### src/hw/rtl/rbmi_pkg.sv
`timescale 1ns / 1ps
// ---------------------------------------------------------------------------
// rbmi_pkg
// shared widths, command and status types and saturating fixed-point helpers
// ---------------------------------------------------------------------------
package rbmi_pkg;

  localparam int WORD_BITS = 32;
  localparam int FRAC_BITS = 16;
  localparam int MASS_BITS = 31;
  localparam int DT_BITS   = 31;
  localparam int OP_BITS   = 3;
  localparam int AXES      = 3;
  // dividend magnitude (one bit above the word for 2*|E|) shifted by the fraction
  localparam int DIVD_BITS = WORD_BITS + 1 + FRAC_BITS;
  localparam int ROOT_BITS = (WORD_BITS + FRAC_BITS) / 2;

  localparam logic [MASS_BITS-1:0] MASS_RESET = MASS_BITS'(65536);

  typedef logic signed [WORD_BITS-1:0] word_t;

  localparam word_t WORD_MAX = {1'b0, {(WORD_BITS-1){1'b1}}};
  localparam word_t WORD_MIN = {1'b1, {(WORD_BITS-1){1'b0}}};

  typedef enum logic [OP_BITS-1:0] {
    OP_TICK    = 3'd0,
    OP_FORCE   = 3'd1,
    OP_ACCEL   = 3'd2,
    OP_IMPULSE = 3'd3,
    OP_ENERGY  = 3'd4,
    OP_PLACE   = 3'd5
  } op_e;

  typedef enum logic [4:0] {
    CMD_NONE,
    CMD_LOAD,      // latch the input word
    CMD_HALF,      // half = (dt*dt)/2
    CMD_TICK_V,    // tmp = dt*v
    CMD_TICK_A,    // tmp += half*a
    CMD_TICK_UPD,  // pos += tmp, v += dt*a
    CMD_SCALE,     // tmp = vec*magnitude
    CMD_ACC_TMP,   // acc += tmp
    CMD_DIV_TMP,   // start tmp/mass
    CMD_ACC_DIV,   // acc += quotient
    CMD_IMP,       // v += quotient*dt
    CMD_DIV_EN,    // start 2|E|/mass
    CMD_SQRT,      // start root of quotient
    CMD_DV,        // dv = signed root
    CMD_ENG,       // v += dv*vec
    CMD_PLACE,     // pos = vec, v = acc = 0
    CMD_OUT        // copy state into the result register
  } cmd_e;

  typedef struct packed {
    cmd_e       code;
    logic [1:0] axis;
  } cmd_t;

  typedef struct packed {
    logic div_done;
    logic sqrt_done;
    logic en_zero;
  } stat_t;

  // saturate a sign and magnitude to the signed word
  function automatic word_t sat_mag(input logic neg, input logic [DIVD_BITS-1:0] m);
    logic [DIVD_BITS-1:0] top;
    word_t                low;
    top = DIVD_BITS'(WORD_MAX);
    low = word_t'(m[WORD_BITS-1:0]);
    if (m > top) return neg ? WORD_MIN : WORD_MAX;
    return neg ? -low : low;
  endfunction

  // truncating fixed-point product with saturation
  function automatic word_t mul_fix(input word_t a, input word_t b);
    logic [WORD_BITS-1:0]   ma;
    logic [WORD_BITS-1:0]   mb;
    logic [2*WORD_BITS-1:0] p;
    ma = a[WORD_BITS-1] ? (~a + 1'b1) : a;
    mb = b[WORD_BITS-1] ? (~b + 1'b1) : b;
    p  = {{WORD_BITS{1'b0}}, ma} * {{WORD_BITS{1'b0}}, mb};
    return sat_mag(a[WORD_BITS-1] ^ b[WORD_BITS-1],
                   DIVD_BITS'(p[2*WORD_BITS-1:FRAC_BITS]));
  endfunction

  // saturating add
  function automatic word_t sat_add(input word_t a, input word_t b);
    logic signed [WORD_BITS:0] s;
    s = {a[WORD_BITS-1], a} + {b[WORD_BITS-1], b};
    if (s[WORD_BITS] != s[WORD_BITS-1]) return s[WORD_BITS] ? WORD_MIN : WORD_MAX;
    return s[WORD_BITS-1:0];
  endfunction

endpackage

### src/hw/rtl/rbmi_ctrl.sv
`timescale 1ns / 1ps
// ---------------------------------------------------------------------------
// rbmi_ctrl
// operation sequencer: steps the datapath per axis and owns the handshakes
// ---------------------------------------------------------------------------
module rbmi_ctrl (
  input  logic                            clk_i,
  input  logic                            rst_ni,
  input  logic                            in_valid_i,
  output logic                            in_ready_o,
  input  logic [rbmi_pkg::OP_BITS-1:0]    operation_i,
  output logic                            out_valid_o,
  input  logic                            out_ready_i,
  output rbmi_pkg::cmd_t                  cmd_o,
  input  rbmi_pkg::stat_t                 stat_i
);

  typedef enum logic [4:0] {
    S_IDLE, S_HALF, S_TICK_V, S_TICK_A, S_TICK_UPD, S_SCALE, S_ACC_TMP,
    S_DIV_TMP, S_DIV_WAIT, S_ACC_DIV, S_IMP, S_EN_CHECK, S_DIV_EN,
    S_EN_WAIT, S_SQRT, S_SQRT_WAIT, S_DV, S_ENG, S_PLACE, S_DONE
  } state_e;

  state_e          state_q;
  rbmi_pkg::op_e   op_q;
  logic [1:0]      ax_q;
  logic            out_valid_q;
  logic            last_ax;
  logic            out_free;
  rbmi_pkg::cmd_e  code;

  assign last_ax  = (ax_q == 2'(rbmi_pkg::AXES - 1));
  assign out_free = !out_valid_q || out_ready_i;

  // command decode
  always_comb begin
    unique case (state_q)
      S_IDLE:      code = in_valid_i ? rbmi_pkg::CMD_LOAD : rbmi_pkg::CMD_NONE;
      S_HALF:      code = rbmi_pkg::CMD_HALF;
      S_TICK_V:    code = rbmi_pkg::CMD_TICK_V;
      S_TICK_A:    code = rbmi_pkg::CMD_TICK_A;
      S_TICK_UPD:  code = rbmi_pkg::CMD_TICK_UPD;
      S_SCALE:     code = rbmi_pkg::CMD_SCALE;
      S_ACC_TMP:   code = rbmi_pkg::CMD_ACC_TMP;
      S_DIV_TMP:   code = rbmi_pkg::CMD_DIV_TMP;
      S_ACC_DIV:   code = rbmi_pkg::CMD_ACC_DIV;
      S_IMP:       code = rbmi_pkg::CMD_IMP;
      S_DIV_EN:    code = rbmi_pkg::CMD_DIV_EN;
      S_SQRT:      code = rbmi_pkg::CMD_SQRT;
      S_DV:        code = rbmi_pkg::CMD_DV;
      S_ENG:       code = rbmi_pkg::CMD_ENG;
      S_PLACE:     code = rbmi_pkg::CMD_PLACE;
      S_DONE:      code = out_free ? rbmi_pkg::CMD_OUT : rbmi_pkg::CMD_NONE;
      default:     code = rbmi_pkg::CMD_NONE;
    endcase
  end

  assign cmd_o       = '{code: code, axis: ax_q};
  assign in_ready_o  = (state_q == S_IDLE);
  assign out_valid_o = out_valid_q;

  // sequencer
  always_ff @(posedge clk_i or negedge rst_ni) begin
    if (!rst_ni) begin
      state_q     <= S_IDLE;
      op_q        <= rbmi_pkg::OP_TICK;
      ax_q        <= '0;
      out_valid_q <= 1'b0;
    end else begin
      // the done step reloads the flag itself
      if (out_valid_q && out_ready_i && (state_q != S_DONE)) out_valid_q <= 1'b0;
      unique case (state_q)
        S_IDLE: begin
          if (in_valid_i) begin
            op_q <= rbmi_pkg::op_e'(operation_i);
            ax_q <= '0;
            unique case (operation_i)
              rbmi_pkg::OP_TICK:    state_q <= S_HALF;
              rbmi_pkg::OP_FORCE,
              rbmi_pkg::OP_ACCEL,
              rbmi_pkg::OP_IMPULSE: state_q <= S_SCALE;
              rbmi_pkg::OP_ENERGY:  state_q <= S_EN_CHECK;
              rbmi_pkg::OP_PLACE:   state_q <= S_PLACE;
              default:              state_q <= S_DONE;
            endcase
          end
        end
        S_HALF:     state_q <= S_TICK_V;
        S_TICK_V:   state_q <= S_TICK_A;
        S_TICK_A:   state_q <= S_TICK_UPD;
        S_TICK_UPD: begin
          ax_q    <= 2'(ax_q + 2'd1);
          state_q <= last_ax ? S_DONE : S_TICK_V;
        end
        S_SCALE:    state_q <= (op_q == rbmi_pkg::OP_ACCEL) ? S_ACC_TMP : S_DIV_TMP;
        S_ACC_TMP,
        S_ACC_DIV,
        S_IMP: begin
          ax_q    <= 2'(ax_q + 2'd1);
          state_q <= last_ax ? S_DONE : S_SCALE;
        end
        S_DIV_TMP:  state_q <= S_DIV_WAIT;
        S_DIV_WAIT: begin
          if (stat_i.div_done) begin
            state_q <= (op_q == rbmi_pkg::OP_FORCE) ? S_ACC_DIV : S_IMP;
          end
        end
        S_EN_CHECK: state_q <= stat_i.en_zero ? S_DONE : S_DIV_EN;
        S_DIV_EN:   state_q <= S_EN_WAIT;
        S_EN_WAIT:  if (stat_i.div_done) state_q <= S_SQRT;
        S_SQRT:     state_q <= S_SQRT_WAIT;
        S_SQRT_WAIT: if (stat_i.sqrt_done) state_q <= S_DV;
        S_DV:       state_q <= S_ENG;
        S_ENG: begin
          ax_q    <= 2'(ax_q + 2'd1);
          state_q <= last_ax ? S_DONE : S_ENG;
        end
        S_PLACE:    state_q <= S_DONE;
        S_DONE: begin
          if (out_free) begin
            out_valid_q <= 1'b1;
            state_q     <= S_IDLE;
          end
        end
        default:    state_q <= S_IDLE;
      endcase
    end
  end

endmodule

### config.mk
export PLATFORM = sky130hd
export DESIGN_NAME = rbmi_ctrl
export DESIGN_NICKNAME = d
export VERILOG_FILES = /design/src/hw/rtl/rbmi_pkg.sv /design/src/hw/rtl/rbmi_ctrl.sv
export SDC_FILE = /design/constraint.sdc
export NUM_CORES = 1
export LEC_CHECK = 0
export ABC_CLOCK_PERIOD_IN_PS = 1800
export BUFFER_PORTS_ARGS = -buffer_cell sky130_fd_sc_hd__buf_2
export CAP_MARGIN = 20
export CORE_AREA = 2 2 64 66
export CTS_CLUSTER_SIZE = 16
export DETAILED_ROUTE_END_ITERATION = 10
export DIE_AREA = 0 0 66 68
export PLACE_DENSITY = 0.44
export SLEW_MARGIN = 20
export SYNTH_ARGS = -nofsm -noshare
export SYNTH_HDL_FRONTEND = slang
export SYNTH_SLANG_ARGS = --single-unit
### constraint.sdc
create_clock -name clk_i -period 1.8 [get_ports clk_i]
set_input_delay 0.09 -clock clk_i [delete_from_list [all_inputs] [get_ports clk_i]]
set_output_delay 0.09 -clock clk_i [all_outputs]
set_load 0.1 [all_outputs]
==> results.json <==
{
  "grt.total_usage_pct": 16.2,
  "starting_density_of_the_core_pct": 28.3,
  "cts.sink_count": 11,
  "clock_insertion_delay_worst_skew_ns": 0.25,
  "synthArstFlopShare_pct": 100,
  "max_cap_violations": 0,
  "timing.critical_path.required_ns": 1.93,
  "postSynthCellCount": 141,
  "die_area_um2": 4490,
  "drt_first_iter_violations": 79,
  "grt_first_pass_wirelength_mm": 5.62,
  "drive_gt1_share_pct": 41.7,
  "dp_slack_ns": 0.0980,
  "crit_fanout": 5,
  "critical_path_class": "flop to flop",
  "row_count": 23,
  "cts-htree-levels": 1,
  "worstReg2RegEnd": "state_q[0]",
  "grt_antenna_before_repair": 0,
  "top_level_ports": 19,
  "avgRoutedWirePerCell_um": 16.2,
  "num_vias": 1227,
  "count_of_pins_over_their_slew_limit": 0,
  "post-dp-hpwl_mm": 2.57,
  "worst_hold_path.endpoint": "op_q[0]",
  "timing.final.hold_violations": 0,
  "slew_headroom_pct": 68.1,
  "crit-reg2reg-launch": "state_q[3]",
  "floorplan.die.width_um": 66,
  "yosys_warning_total": 0,
  "antenna_cells": 0,
  "synth_enable_flop_cells": 0,
  "outcome": "completed",
  "tritoncts": "built",
  "synth-seq-area-share_pct": 25.2,
  "totalWireLength_mm": 3.64,
  "core_region_area_um2": 3860,
  "area_occupied_by_multi_input_gates_um2": 848,
  "cts_inserted_buffers": 3,
  "whs_path_depth": 2,
  "layout_min_cycle_time_ns": 1.77,
  "hold-worst-slack_ns": 0.146,
  "die_height_um": 68,
  "worst-slew-pin-transition_ns": 0.478,
  "r2r_slack_ns": 0.03,
  "ant_nets": 0,
  "synthesis.area_per_instance_um2": 7.74,
  "finalClockSkew_ns": 0.00622,
  "holdCritPathClass": "input pin to flop",
  "fillers": 394,
  "final.period_utilization_pct": 98.6,
  "vias_in_the_first_global_route": 1159,
  "synth_fp_nets": 152,
  "syn2layout_area_growth_pct": 54.4,
  "clock_root_buffer": "clkbuf_8",
  "synth-main-ff-cell": "dfrtp_1",
  "fmaxAchievable_ghz": 0.564,
  "final_net_count": 187,
  "rr_worst_depth": 5,
  "crit_path_end_kind": "flop",
  "ys_ff_latch": 11,
  "setup_slack_ns": 0.0259,
  "clk_path_buf_depth": 2,
  "arrival_ns": 1.91,
  "pin_count_of_the_biggest_net_entering_global_routing": 26,
  "finalSetupViolations": 0,
  "finalWeightedCongestion": 0.904,
  "path_clk_slew_ns": 0.06,
  "global_route.overflow_total": 0,
  "drt_drc_violations_left": 0,
  "synth_cell_types": 48,
  "routed_via_density": 5.45,
  "drtPass1Iterations": 4,
  "register_area_um2": 282,
  "critical_path.startpoint_type": "flop",
  "synth_area_um2": 1090,
  "numPortBuffers": 18,
  "grt_setup_unrepaired": "true",
  "worst_hold_start": "operation_i[0]"
}
Yosys cell counts, types with 2 or more instances:
cell type / number / area (um^2)
nor3_1: 2 / 10.0
and3_1: 2 / 12.5
nor2b_1: 6 / 37.5
or3_1: 2 / 12.5
a31oi_1: 3 / 18.8
buf_1: 2 / 7.51
dfrtp_1: 11 / 275
o211ai_1: 3 / 22.5
inv_1: 2 / 7.51
a21oi_1: 8 / 40.0
mux2i_1: 4 / 40.0
nor2_1: 8 / 30.0
mux2_1: 2 / 22.5
o21ai_0: 10 / 50.1
or3_4: 2 / 22.5
a32oi_1: 2 / 17.5
nand2b_1: 6 / 37.5
nor3b_1: 5 / 37.5
o21ai_1: 5 / 25.0
nand2_1: 18 / 67.6
a22oi_1: 4 / 30.0
buf_2: 8 / 40.0
state kept, by name, summed over array words and instances, names as in the netlist:
signal,cells
state_q,5
ax_q,2
out_valid_o,1
op_q,3
cell type report:
cell class | instances | area share, %
clock buffer | 3 | 2.45
clock inverter | 1 | 0.297
inverter | 2 | 0.446
multi-input combinational | 117 | 50.4
sequential | 11 | 16.7
tap | 50 | 3.71
timing repair buffer | 41 | 26.0
worst max-delay path: stages (launching register included):
cell     delay, ns
dfrtp_2       0.42
buf_4         0.14
or2_4         0.27
or3_1         0.38
nand4_2       0.11
mux2_2        0.33
per-stage QoR:
| step | util [%] | instance area (um^2) | std cells | TNS (ns) |
|---|---|---|---|---|
| 5_1_grt | 43.7 | 1680 | 225 | -0.0552 |
| 3_3_place_gp | 38.0 | 1460 | 214 | 0 |
| 4_1_cts | 39.9 | 1540 | 219 | 0 |
| 2_1_floorplan | - | 1140 | 141 | -0.554 |
| 6_report | 43.7 | 1680 | 225 | 0 |
| 3_5_place_dp | 38.0 | 1460 | 214 | 0 |
timing repair:
item | CTS | global route
gates resized for setup | 4 | 19
hold endpoints to repair | 11 | 0
cloned | 0 | 2
hold buffers | 1 | 0
pin swaps | 0 | 5
setup endpoints to repair | 3 | 5
setup buffers | 0 | 4
worst max path at each step:
stage	endpoint	from	depth (start not counted)
after floorplan	state_q[3]	state_q[4]	5
after global placement	state_q[0]	state_q[4]	5
after detailed placement	state_q[0]	state_q[4]	4
after CTS	cmd_o[5]	state_q[4]	7
after global routing	state_q[0]	state_q[3]	5
final	state_q[0]	state_q[3]	5
kinds of logic after synthesis:
kind of cell	share of synthesized area, %
simple gates	31.8
compound gates	28.7
flops	25.2
buf+inv	5.39
mux	6.77
fa+ha+maj	2.18
placed cells by master, fill, tap and decap left out, drive strengths merged, types with 4 or more instances in the layout:
cell type and n:
buf 38, nand2 18, mux2i 4, a21oi 8, o21ai 15, nor2b 6, clkbuf 5, nor2 9
nand2b 6, dfrtp 11, a22oi 4, or3 4, nor3b 5
per-layer routing:
layer	share of wire, %	vias up	global-route usage [%]
met3	5.8	2	2.63
met4	0.58	0	4.34
met2	49	46	27.4
met1	45	590	21.4
met5	0	-	0
li1	-	589	-
Power is left out: the tool's default activity adds up to more than one toggle a clock period on the data nets, which glitch-free logic cannot reach.
